### src/rtl/core/mhwe_pkg.sv
// ----------------------------------------------------------------------------
// mhwe_pkg: shared types and constants of the MIME header word encoder
// Item types, the command passed from the front part to the back part,
// character codes and lookup functions for the Q-encoding byte sequences.
// ----------------------------------------------------------------------------
package mhwe_pkg;

    // Input item: header byte and the byte after it
    typedef struct packed {
        logic [7:0] in_char;
        logic [7:0] next_char;
    } in_item_t;

    // Output item: one encoded byte with run markers
    typedef struct packed {
        logic [7:0] out_char;
        logic       run_last;
        logic       header_done;
    } out_item_t;

    // Body action for one input byte
    typedef enum logic [1:0] {
        BODY_BYTE,
        BODY_HEX,
        BODY_CLOSE
    } body_kind_t;

    // Back part emit phases, in output order
    typedef enum logic [1:0] {
        PH_OPEN,
        PH_BODY,
        PH_FOLD,
        PH_FINAL
    } phase_t;

    // Command from front to back: what to emit for one input item
    typedef struct packed {
        logic [7:0] ch;        // body byte (or the byte to hex encode)
        body_kind_t kind;
        logic       has_open;  // leading encoded-word opener
        logic       has_fold;  // close, fold and reopen after the body
        logic       has_final; // closing "?=" at end of header
        logic       last;      // last item of the header
    } cmd_t;

    // Character codes
    localparam logic [7:0] CH_SPACE   = 8'h20;
    localparam logic [7:0] CH_DQUOTE  = 8'h22;
    localparam logic [7:0] CH_LPAREN  = 8'h28;
    localparam logic [7:0] CH_RPAREN  = 8'h29;
    localparam logic [7:0] CH_LT      = 8'h3C;
    localparam logic [7:0] CH_EQ      = 8'h3D;
    localparam logic [7:0] CH_GT      = 8'h3E;
    localparam logic [7:0] CH_QMARK   = 8'h3F;
    localparam logic [7:0] CH_USCORE  = 8'h5F;
    localparam logic [7:0] CH_NL      = 8'h0A;
    localparam logic [7:0] CH_NUL     = 8'h00;

    // Column handling
    localparam logic [6:0] COL_MAX    = 7'd127;
    localparam logic [6:0] FOLD_LIMIT = 7'd70;
    localparam logic [4:0] OPEN_LEN   = 5'd15;

    // Phase lengths minus one
    localparam logic [4:0] OPEN_END   = 5'd14;
    localparam logic [4:0] FOLD_END   = 5'd18;
    localparam logic [4:0] FINAL_END  = 5'd1;
    localparam logic [4:0] TRIPLE_END = 5'd2;
    localparam logic [4:0] FOLD_HEAD  = 5'd4;   // bytes before the reopen in a fold

    // Encoded-word opener "=?ISO-8859-1?Q?"
    function automatic logic [7:0] open_char(input logic [3:0] idx);
        logic [7:0] ch;
        unique case (idx)
            4'd0:    ch = "=";
            4'd1:    ch = "?";
            4'd2:    ch = "I";
            4'd3:    ch = "S";
            4'd4:    ch = "O";
            4'd5:    ch = "-";
            4'd6:    ch = "8";
            4'd7:    ch = "8";
            4'd8:    ch = "5";
            4'd9:    ch = "9";
            4'd10:   ch = "-";
            4'd11:   ch = "1";
            4'd12:   ch = "?";
            4'd13:   ch = "Q";
            default: ch = "?";
        endcase
        return ch;
    endfunction

    // Uppercase hex digit
    function automatic logic [7:0] hex_char(input logic [3:0] nib);
        logic [7:0] ch;
        if (nib < 4'd10) begin
            ch = 8'h30 + {4'd0, nib};
        end else begin
            ch = 8'h37 + {4'd0, nib};
        end
        return ch;
    endfunction

    // Saturating column add
    function automatic logic [6:0] col_add(input logic [6:0] col, input logic [4:0] n);
        logic [7:0] sum;
        sum = {1'b0, col} + {3'd0, n};
        return (sum > {1'b0, COL_MAX}) ? COL_MAX : sum[6:0];
    endfunction

endpackage

### src/rtl/core/mhwe_front.sv
// ----------------------------------------------------------------------------
// mhwe_front: classify header bytes
// Keeps the encoded-word flag and column count, and turns each accepted item
// into one command for the back part.
// ----------------------------------------------------------------------------
module mhwe_front
    import mhwe_pkg::*;
(
    input  logic     clk,
    input  logic     rst_n,
    input  logic     push,
    output logic     full,
    input  in_item_t header_item,
    output logic     cmd_push,
    input  logic     cmd_full,
    output cmd_t     cmd
);

    logic       in_word_reg, in_word_next;
    logic [6:0] col_reg, col_next;

    logic [7:0] c, nx;
    logic       last, opens, word1, is_hex, is_closer, next_opener;
    logic [6:0] col1, col2;
    logic       word2;

    assign full     = cmd_full;
    assign cmd_push = push && !cmd_full;

    // Classification and next state
    always_comb
    begin
        c           = header_item.in_char;
        nx          = header_item.next_char;
        last        = (nx == CH_NUL);
        opens       = !in_word_reg && c[7];
        word1       = in_word_reg || opens;
        col1        = opens ? col_add(col_reg, OPEN_LEN) : col_reg;
        is_hex      = c[7] || (c == CH_EQ) || (c == CH_QMARK) || (c == CH_USCORE);
        is_closer   = (c == CH_GT) || (c == CH_RPAREN) || (c == CH_DQUOTE);
        next_opener = (nx == CH_LT) || (nx == CH_LPAREN) || (nx == CH_DQUOTE);

        cmd.ch        = c;
        cmd.kind      = BODY_BYTE;
        cmd.has_open  = opens;
        cmd.has_fold  = 1'b0;
        cmd.has_final = 1'b0;
        cmd.last      = last;
        word2         = word1;
        col2          = col_add(col1, 5'd1);

        if (word1)
        begin
            if (c == CH_SPACE)
            begin
                if (next_opener)
                begin
                    cmd.kind = BODY_CLOSE;
                    word2    = 1'b0;
                    col2     = 7'd0;
                end
                else
                begin
                    cmd.ch = CH_USCORE;
                end
            end
            else if (is_hex)
            begin
                cmd.kind = BODY_HEX;
                col2     = col_add(col1, 5'd3);
            end
            else if (is_closer)
            begin
                cmd.kind = BODY_CLOSE;
                word2    = 1'b0;
                col2     = 7'd0;
            end
            // fold an overlong word
            if ((col2 > FOLD_LIMIT) && !last)
            begin
                cmd.has_fold = 1'b1;
                col2         = {2'd0, OPEN_LEN};
            end
        end
        else if (c == CH_SPACE)
        begin
            col2 = 7'd0;
        end

        // end of header clears the state
        cmd.has_final = last && word2;
        in_word_next  = last ? 1'b0 : word2;
        col_next      = last ? 7'd0 : col2;
    end

    // State registers
    always_ff @(posedge clk or negedge rst_n)
    begin
        if (!rst_n)
        begin
            in_word_reg <= 1'b0;
            col_reg     <= 7'd0;
        end
        else if (cmd_push)
        begin
            in_word_reg <= in_word_next;
            col_reg     <= col_next;
        end
    end

endmodule

### src/rtl/core/mhwe_cmd_fifo.sv
// ----------------------------------------------------------------------------
// mhwe_cmd_fifo: command queue between front and back
// Small register FIFO with first-word-fall-through read.
// ----------------------------------------------------------------------------
module mhwe_cmd_fifo
    import mhwe_pkg::*;
#(
    parameter int DEPTH = 2
)
(
    input  logic clk,
    input  logic rst_n,
    input  logic wr_en,
    input  cmd_t wr_data,
    output logic wr_full,
    input  logic rd_en,
    output cmd_t rd_data,
    output logic rd_empty
);

    localparam int PW = (DEPTH > 1) ? $clog2(DEPTH) : 1;
    localparam int CW = $clog2(DEPTH + 1);
    localparam logic [PW-1:0] LAST_PTR = PW'(DEPTH - 1);
    localparam logic [CW-1:0] FULL_CNT = CW'(DEPTH);

    cmd_t          mem_reg [DEPTH];
    logic [PW-1:0] wr_ptr_reg, rd_ptr_reg;
    logic [CW-1:0] count_reg;

    assign wr_full  = (count_reg == FULL_CNT);
    assign rd_empty = (count_reg == '0);
    assign rd_data  = mem_reg[rd_ptr_reg];

    // Storage
    always_ff @(posedge clk)
    begin
        if (wr_en)
        begin
            mem_reg[wr_ptr_reg] <= wr_data;
        end
    end

    // Pointers and count
    always_ff @(posedge clk or negedge rst_n)
    begin
        if (!rst_n)
        begin
            wr_ptr_reg <= '0;
            rd_ptr_reg <= '0;
            count_reg  <= '0;
        end
        else
        begin
            if (wr_en)
            begin
                wr_ptr_reg <= (wr_ptr_reg == LAST_PTR) ? '0 : wr_ptr_reg + 1'b1;
            end
            if (rd_en)
            begin
                rd_ptr_reg <= (rd_ptr_reg == LAST_PTR) ? '0 : rd_ptr_reg + 1'b1;
            end
            if (wr_en && !rd_en)
            begin
                count_reg <= count_reg + 1'b1;
            end
            else if (rd_en && !wr_en)
            begin
                count_reg <= count_reg - 1'b1;
            end
        end
    end

endmodule

### src/rtl/core/mhwe_back.sv
// ----------------------------------------------------------------------------
// mhwe_back: expand commands into output bytes
// Walks the opener, body, fold and closing phases of each command, one byte
// per cycle while pop keeps the output stage free, into a registered output stage.
// ----------------------------------------------------------------------------
module mhwe_back
    import mhwe_pkg::*;
(
    input  logic      clk,
    input  logic      rst_n,
    input  cmd_t      cmd_head,
    input  logic      cmd_empty,
    output logic      cmd_pop,
    output out_item_t encoded_item,
    output logic      empty,
    input  logic      pop
);

    phase_t     phase_reg, phase_next;
    logic [4:0] idx_reg, idx_next;
    logic       busy_reg, busy_next;
    cmd_t       cmd_reg, cmd_next;
    out_item_t  out_reg, out_next;
    logic       out_valid_reg, out_valid_next;

    logic       advance, phase_end, more, load;
    phase_t     phase_after;
    logic [7:0] cur_byte;
    logic [4:0] fold_off;

    assign empty        = !out_valid_reg;
    assign encoded_item = out_reg;

    // Current byte and phase bookkeeping
    always_comb
    begin
        fold_off = idx_reg - FOLD_HEAD;
        cur_byte = CH_NUL;
        unique case (phase_reg)
            PH_OPEN:
            begin
                cur_byte    = open_char(idx_reg[3:0]);
                phase_end   = (idx_reg == OPEN_END);
                more        = 1'b1;
                phase_after = PH_BODY;
            end
            PH_BODY:
            begin
                unique case (cmd_reg.kind)
                    BODY_HEX:
                    begin
                        priority if (idx_reg == 5'd0) cur_byte = CH_EQ;
                        else if (idx_reg == 5'd1) cur_byte = hex_char(cmd_reg.ch[7:4]);
                        else cur_byte = hex_char(cmd_reg.ch[3:0]);
                    end
                    BODY_CLOSE:
                    begin
                        priority if (idx_reg == 5'd0) cur_byte = CH_QMARK;
                        else if (idx_reg == 5'd1) cur_byte = CH_EQ;
                        else cur_byte = cmd_reg.ch;
                    end
                    default: cur_byte = cmd_reg.ch;
                endcase
                phase_end   = (cmd_reg.kind == BODY_BYTE) ? (idx_reg == 5'd0)
                                                          : (idx_reg == TRIPLE_END);
                more        = cmd_reg.has_fold || cmd_reg.has_final;
                phase_after = cmd_reg.has_fold ? PH_FOLD : PH_FINAL;
            end
            PH_FOLD:
            begin
                priority if (idx_reg == 5'd0) cur_byte = CH_QMARK;
                else if (idx_reg == 5'd1) cur_byte = CH_EQ;
                else if (idx_reg == 5'd2) cur_byte = CH_NL;
                else if (idx_reg == 5'd3) cur_byte = CH_SPACE;
                else cur_byte = open_char(fold_off[3:0]);
                phase_end   = (idx_reg == FOLD_END);
                more        = cmd_reg.has_final;
                phase_after = PH_FINAL;
            end
            PH_FINAL:
            begin
                cur_byte    = (idx_reg == 5'd0) ? CH_QMARK : CH_EQ;
                phase_end   = (idx_reg == FINAL_END);
                more        = 1'b0;
                phase_after = PH_FINAL;
            end
            default:
            begin
                phase_end   = 1'b1;
                more        = 1'b0;
                phase_after = PH_FINAL;
            end
        endcase
    end

    // Next state and output stage
    always_comb
    begin
        phase_next     = phase_reg;
        idx_next       = idx_reg;
        busy_next      = busy_reg;
        cmd_next       = cmd_reg;
        out_next       = out_reg;
        out_valid_next = out_valid_reg;
        load           = 1'b0;
        advance        = busy_reg && (!out_valid_reg || pop);

        if (out_valid_reg && pop)
        begin
            out_valid_next = 1'b0;
        end

        if (!busy_reg)
        begin
            load = !cmd_empty;
        end
        else if (advance)
        begin
            out_next.out_char    = cur_byte;
            out_next.run_last    = phase_end && !more;
            out_next.header_done = phase_end && !more && cmd_reg.last;
            out_valid_next       = 1'b1;
            if (phase_end)
            begin
                if (!more)
                begin
                    load      = !cmd_empty;
                    busy_next = 1'b0;
                end
                else
                begin
                    phase_next = phase_after;
                    idx_next   = 5'd0;
                end
            end
            else
            begin
                idx_next = idx_reg + 5'd1;
            end
        end

        // take the next command
        if (load)
        begin
            cmd_next   = cmd_head;
            busy_next  = 1'b1;
            idx_next   = 5'd0;
            phase_next = cmd_head.has_open ? PH_OPEN : PH_BODY;
        end
        cmd_pop = load;
    end

    // Control registers
    always_ff @(posedge clk or negedge rst_n)
    begin
        if (!rst_n)
        begin
            phase_reg     <= PH_BODY;
            idx_reg       <= 5'd0;
            busy_reg      <= 1'b0;
            out_valid_reg <= 1'b0;
        end
        else
        begin
            phase_reg     <= phase_next;
            idx_reg       <= idx_next;
            busy_reg      <= busy_next;
            out_valid_reg <= out_valid_next;
        end
    end

    // Payload registers
    always_ff @(posedge clk)
    begin
        cmd_reg <= cmd_next;
        out_reg <= out_next;
    end

endmodule

### src/rtl/core/mime_header_word_encoder.sv
// ----------------------------------------------------------------------------
// mime_header_word_encoder: Q-encoded header word encoder, ISO-8859-1
// Top level: front classifier, command queue and byte-serial back part.
// ----------------------------------------------------------------------------
// Usage:
//   Input queue: drive header_item (header byte plus the byte after it, 0 for
//   the last one) and raise push; the item is taken on an edge with full low.
//   Output queue: while empty is low, encoded_item holds the oldest byte;
//   raise pop to take it. run_last marks the last byte of an input item and
//   header_done the final byte of the header.
// Path: an accepted item goes through the command queue and the back part's
//   command register; its first byte then appears in the output register.
// Throughput: one output byte per cycle while pop keeps up. An item producing
//   n bytes (1 to 37) is emitted byte by byte; the back part serializes bytes
//   and sets the rate. An idle gap appears only when it runs dry between items.
// Stall: if pop stays low, the output register holds, the back part stops,
//   the command queue fills and full rises; nothing is dropped.
// Reset: rst_n clears the encoded-word flag, the column count, the queue and
//   the output stage; empty is high and full low after reset.
// ----------------------------------------------------------------------------
module mime_header_word_encoder
    import mhwe_pkg::*;
#(
    parameter int CMD_DEPTH = 2
)
(
    input  logic      clk,
    input  logic      rst_n,
    input  logic      push,
    output logic      full,
    input  in_item_t  header_item,
    output logic      empty,
    input  logic      pop,
    output out_item_t encoded_item
);

    cmd_t front_cmd, head_cmd;
    logic cmd_push, cmd_full, cmd_pop, cmd_empty;

    // Front part
    mhwe_front u_front (
        .clk         (clk),
        .rst_n       (rst_n),
        .push        (push),
        .full        (full),
        .header_item (header_item),
        .cmd_push    (cmd_push),
        .cmd_full    (cmd_full),
        .cmd         (front_cmd)
    );

    // Command queue
    mhwe_cmd_fifo #(
        .DEPTH (CMD_DEPTH)
    ) u_cmd_fifo (
        .clk      (clk),
        .rst_n    (rst_n),
        .wr_en    (cmd_push),
        .wr_data  (front_cmd),
        .wr_full  (cmd_full),
        .rd_en    (cmd_pop),
        .rd_data  (head_cmd),
        .rd_empty (cmd_empty)
    );

    // Back part
    mhwe_back u_back (
        .clk          (clk),
        .rst_n        (rst_n),
        .cmd_head     (head_cmd),
        .cmd_empty    (cmd_empty),
        .cmd_pop      (cmd_pop),
        .encoded_item (encoded_item),
        .empty        (empty),
        .pop          (pop)
    );

endmodule
### config.mk
export PLATFORM = sky130hd
export DESIGN_NAME = mime_header_word_encoder
export DESIGN_NICKNAME = d
export VERILOG_FILES = /design/src/rtl/core/mhwe_pkg.sv /design/src/rtl/core/mhwe_front.sv /design/src/rtl/core/mhwe_cmd_fifo.sv /design/src/rtl/core/mhwe_back.sv /design/src/rtl/core/mime_header_word_encoder.sv
export SDC_FILE = /design/constraint.sdc
export NUM_CORES = 1
export LEC_CHECK = 0
export BUFFER_PORTS_ARGS = -buffer_cell sky130_fd_sc_hd__buf_2
export CORE_AREA = 4 4 125 127
export CTS_BUF_LIST = sky130_fd_sc_hd__clkbuf_4 sky130_fd_sc_hd__clkbuf_8
export DETAILED_ROUTE_END_ITERATION = 16
export DIE_AREA = 0 0 129 131
export PLACE_DENSITY = 0.56
export SLEW_MARGIN = 20
export SYNTH_ARGS = -nofsm -noshare
export SYNTH_HDL_FRONTEND = slang
export SYNTH_SLANG_ARGS = --single-unit
### constraint.sdc
create_clock -name clk -period 3.49 [get_ports clk]
set_input_delay 0.698 -clock clk [delete_from_list [all_inputs] [get_ports clk]]
set_output_delay 0.698 -clock clk [all_outputs]
set_load 0.01 [all_outputs]
==> reports/results.ini <==
[outcome]
outcome = complete, no violations

[layout]
drive_gt1_frac = 0.219
multi_input_area_sq_um = 2740
regArea_sq_um = 2060
finalNonFillerCells = 774
fillers = 1448
layout.nets = 624
largest_reg_flops = 28
syn_to_final_growth_pct = 15.5
antenna_cells = 0

[pwr]
combinationalPowerShare = 0.550
intPower_uw = 2680
p_sw_frac = 0.434
pwr_density_cell_nw_per_um2 = 815
power.share.sequential = 0.304
vdd.ir_drop.worst_mv = 0.241
clkPwrFrac = 0.146
total_power_uw = 4730
leakagePower_uw = 0.00228
switchingPower_uw = 2050

[run]
max-cap-violations = 0

[worst_setup_path]
crit_chain = inv_1 -> ha_1 -> or3b_2 -> nand4_1 -> mux2i_4 -> buf_4 -> o41ai_4 -> a221oi_2 -> o32ai_2 -> a2111oi_4 -> nor3_2 -> o31ai_1
cp.arrival_ns = 3.54
crit_fanout = 5
critPathMaxStageDelay_ns = 0.48
crit_path_start_kind = flop
path_class = reg -> reg
critPathCaptureType = flop
cpMaxStageDelayCell = or3b_2
critPathRequiredTime_ns = 3.74

[floorplan]
placementRows = 44
die-area_sq_um = 16900
initial_core_util = 0.348
core_area_sq_um = 14400
fp.dieH_microns = 131
ios = 32
dieWidth_microns = 129

[timing]
max_freq_ghz = 0.305
maxSlewHeadroom = 0.533
setup_viol = 0
period_minus_slack_ns = 3.28
rsz0062_at_grt = no
tightest_slew_ns = 0.701
finalClockSkew_ns = 0.0120
layout_setup_ws_ns = 0.208
tns_ns = 0
whs_ns = 0.307
drv_slew = 0
period_share = 0.941
hold_viol_final = 0

[synthesis]
synthFlopType = edfxtp_1
avgSynthCellArea_sq_um = 9.39
async_flop_share = 0.292
seq_area_frac_synth = 0.410
synth_cell_types = 74
syn_inst = 535
syn-num-nets = 574
yosysWarnings = 0
ys_ff_latch = 72
synth_edf_count = 51
synth.cell_area_sq_um = 5020

[routing]
drc = 0
dr.pass1.iters = 4
routed_via_density = 5.49
vias = 4249
routedWlPerCell_microns = 16.0
wl_microns = 12400
drt_iter0_drc = 427
ant_nets = 0

[worst_hold_path]
hp-class = in -> async

[global_routing]
track_usage = 0.150
globalRouteOverflowTotal = 0
antenna_found_initial = 0
grt_max_degree = 24
grt_pass1_wl_microns = 20500
grt_pass1_vias = 4070

[cts]
clock_latency_ns = 0.35
cts_tree = done
ctsLongestPathBuffers = 2
numCtsBuffers = 9
cts_max_level = 3
cts_root_buf = clkbuf_8
clkTransAtPathRegs_ns = 0.09
cts_sinks = 72

[place]
place_inst = 755
gp_congestion = 0.906
dpl.hpwl_microns = 9410
io_buffers = 31
place_ws_ns = 0.00488

critical path: cells and delay by family, from the launching register on:
kind,cells,cell delay (ns)
adder cells (fa/ha/maj),1,0.17
buffers and inverters,2,0.26
AND/OR/NAND/NOR,3,0.79
AO/OA/AOI/OAI,5,1.30
multiplexers,1,0.29
flip-flops,1,0.39
kinds of logic after synthesis:
logic type	synth area share
fa+ha+maj	0.0473
simple gates	0.174
xor+xnor	0.0262
buf+inv	0.0518
flops	0.410
compound gates	0.228
mux	0.0630
power by group through the flow:
stage	registers (uW)	logic (uW)	clock network [uW]
after detailed placement	1450	2530	0
after CTS	1440	2540	715
final	1440	2600	689
after global placement	1450	2530	0
after global routing	1470	2880	750
after floorplan	1380	1880	0
per-stage QoR:
step                cell area [sq um]  utilization
floorplan                        5020            -
global placement                 5540        0.384
detailed placement               5540        0.384
CTS                              5740        0.398
global route                     5800        0.402
finish                           5800        0.402
synthesized netlist by cell type, drive strengths merged (4+ instances only):
cell     n  area share
a211oi  10       0.015
a21oi   49       0.049
a22o     6       0.010
a31oi    6      0.0075
and2     4      0.0050
and3     6      0.0075
buf     12       0.015
clkbuf  17       0.013
dfrtp   20        0.10
edfxtp  51        0.30
ha      19       0.047
inv     31       0.023
mux2    15       0.034
mux2i   14       0.029
nand2   40       0.030
nand2b   8       0.010
nand3   11       0.011
nand4    8       0.010
nor2    41       0.031
nor3    16       0.017
nor3b    4      0.0060
nor4     5      0.0092
o211ai   6      0.0090
o21a     4      0.0060
o21ai   41       0.041
o22ai    5      0.0062
o31a     4      0.0070
o31ai    6      0.0090
or2     10       0.012
or3      4      0.0060
xnor2   11       0.019
xor2     4      0.0070
what timing repair did:
| item | CTS | global route |
|---|---|---|
| hold buffers | 0 | 0 |
| buffers inserted | 0 | 3 |
| endpoints found under the setup margin | 0 | 8 |
| gates resized for setup | 0 | 10 |
placed cells by master (no fill, tap or decap), types with 5 or more instances in the layout:
master    instances
edfxtp_1         51
a21oi_1          49
nor2_1           41
o21ai_0          40
nand2_1          40
buf_4            36
inv_1            31
buf_2            31
ha_1             18
dfrtp_1          18
mux2_2           15
nor3_1           14
mux2i_1          12
nand3_1          11
xnor2_1          11
or2_2            10
a211oi_1         10
clkbuf_8          9
nand2b_1          8
nand4_1           8
a31oi_1           6
and3_1            6
o211ai_1          6
a22o_1            6
o31ai_1           6
o22ai_1           5
layer usage:
layer,vias up,GRT usage,part of all wire
met2,107,0.248,0.47
met5,-,0,0
li1,2113,-,-
met1,2014,0.200,0.47
met3,15,0.0276,0.038
met4,0,0.0482,0.019
final timing paths:
kind / startpoint / end / slack (ns) / cells after the start
min: rst_n / u_back.idx_reg[1] / 0.31 / 1
max reg2reg: u_front.col_reg[0] / u_front.col_reg[4] / 0.21 / 12
max in group asynchronous: rst_n / u_front.col_reg[3] / 2.81 / 1
max: u_front.col_reg[0] / u_front.col_reg[4] / 0.21 / 12
min reg2reg: u_cmd_fifo.count_reg[1] / u_cmd_fifo.count_reg[1] / 0.50 / 1
min in group clk: u_cmd_fifo.count_reg[1] / u_cmd_fifo.count_reg[1] / 0.50 / 1
final cells by class:
type | instances | share of cell area
multi-input combinational | 402 | 0.472
tap | 184 | 0.0397
clock buffer | 9 | 0.0213
inverter | 32 | 0.0207
timing repair buffer | 68 | 0.0767
sequential | 72 | 0.355
clock inverter | 7 | 0.0142
Power figures use the tool's default switching activity.
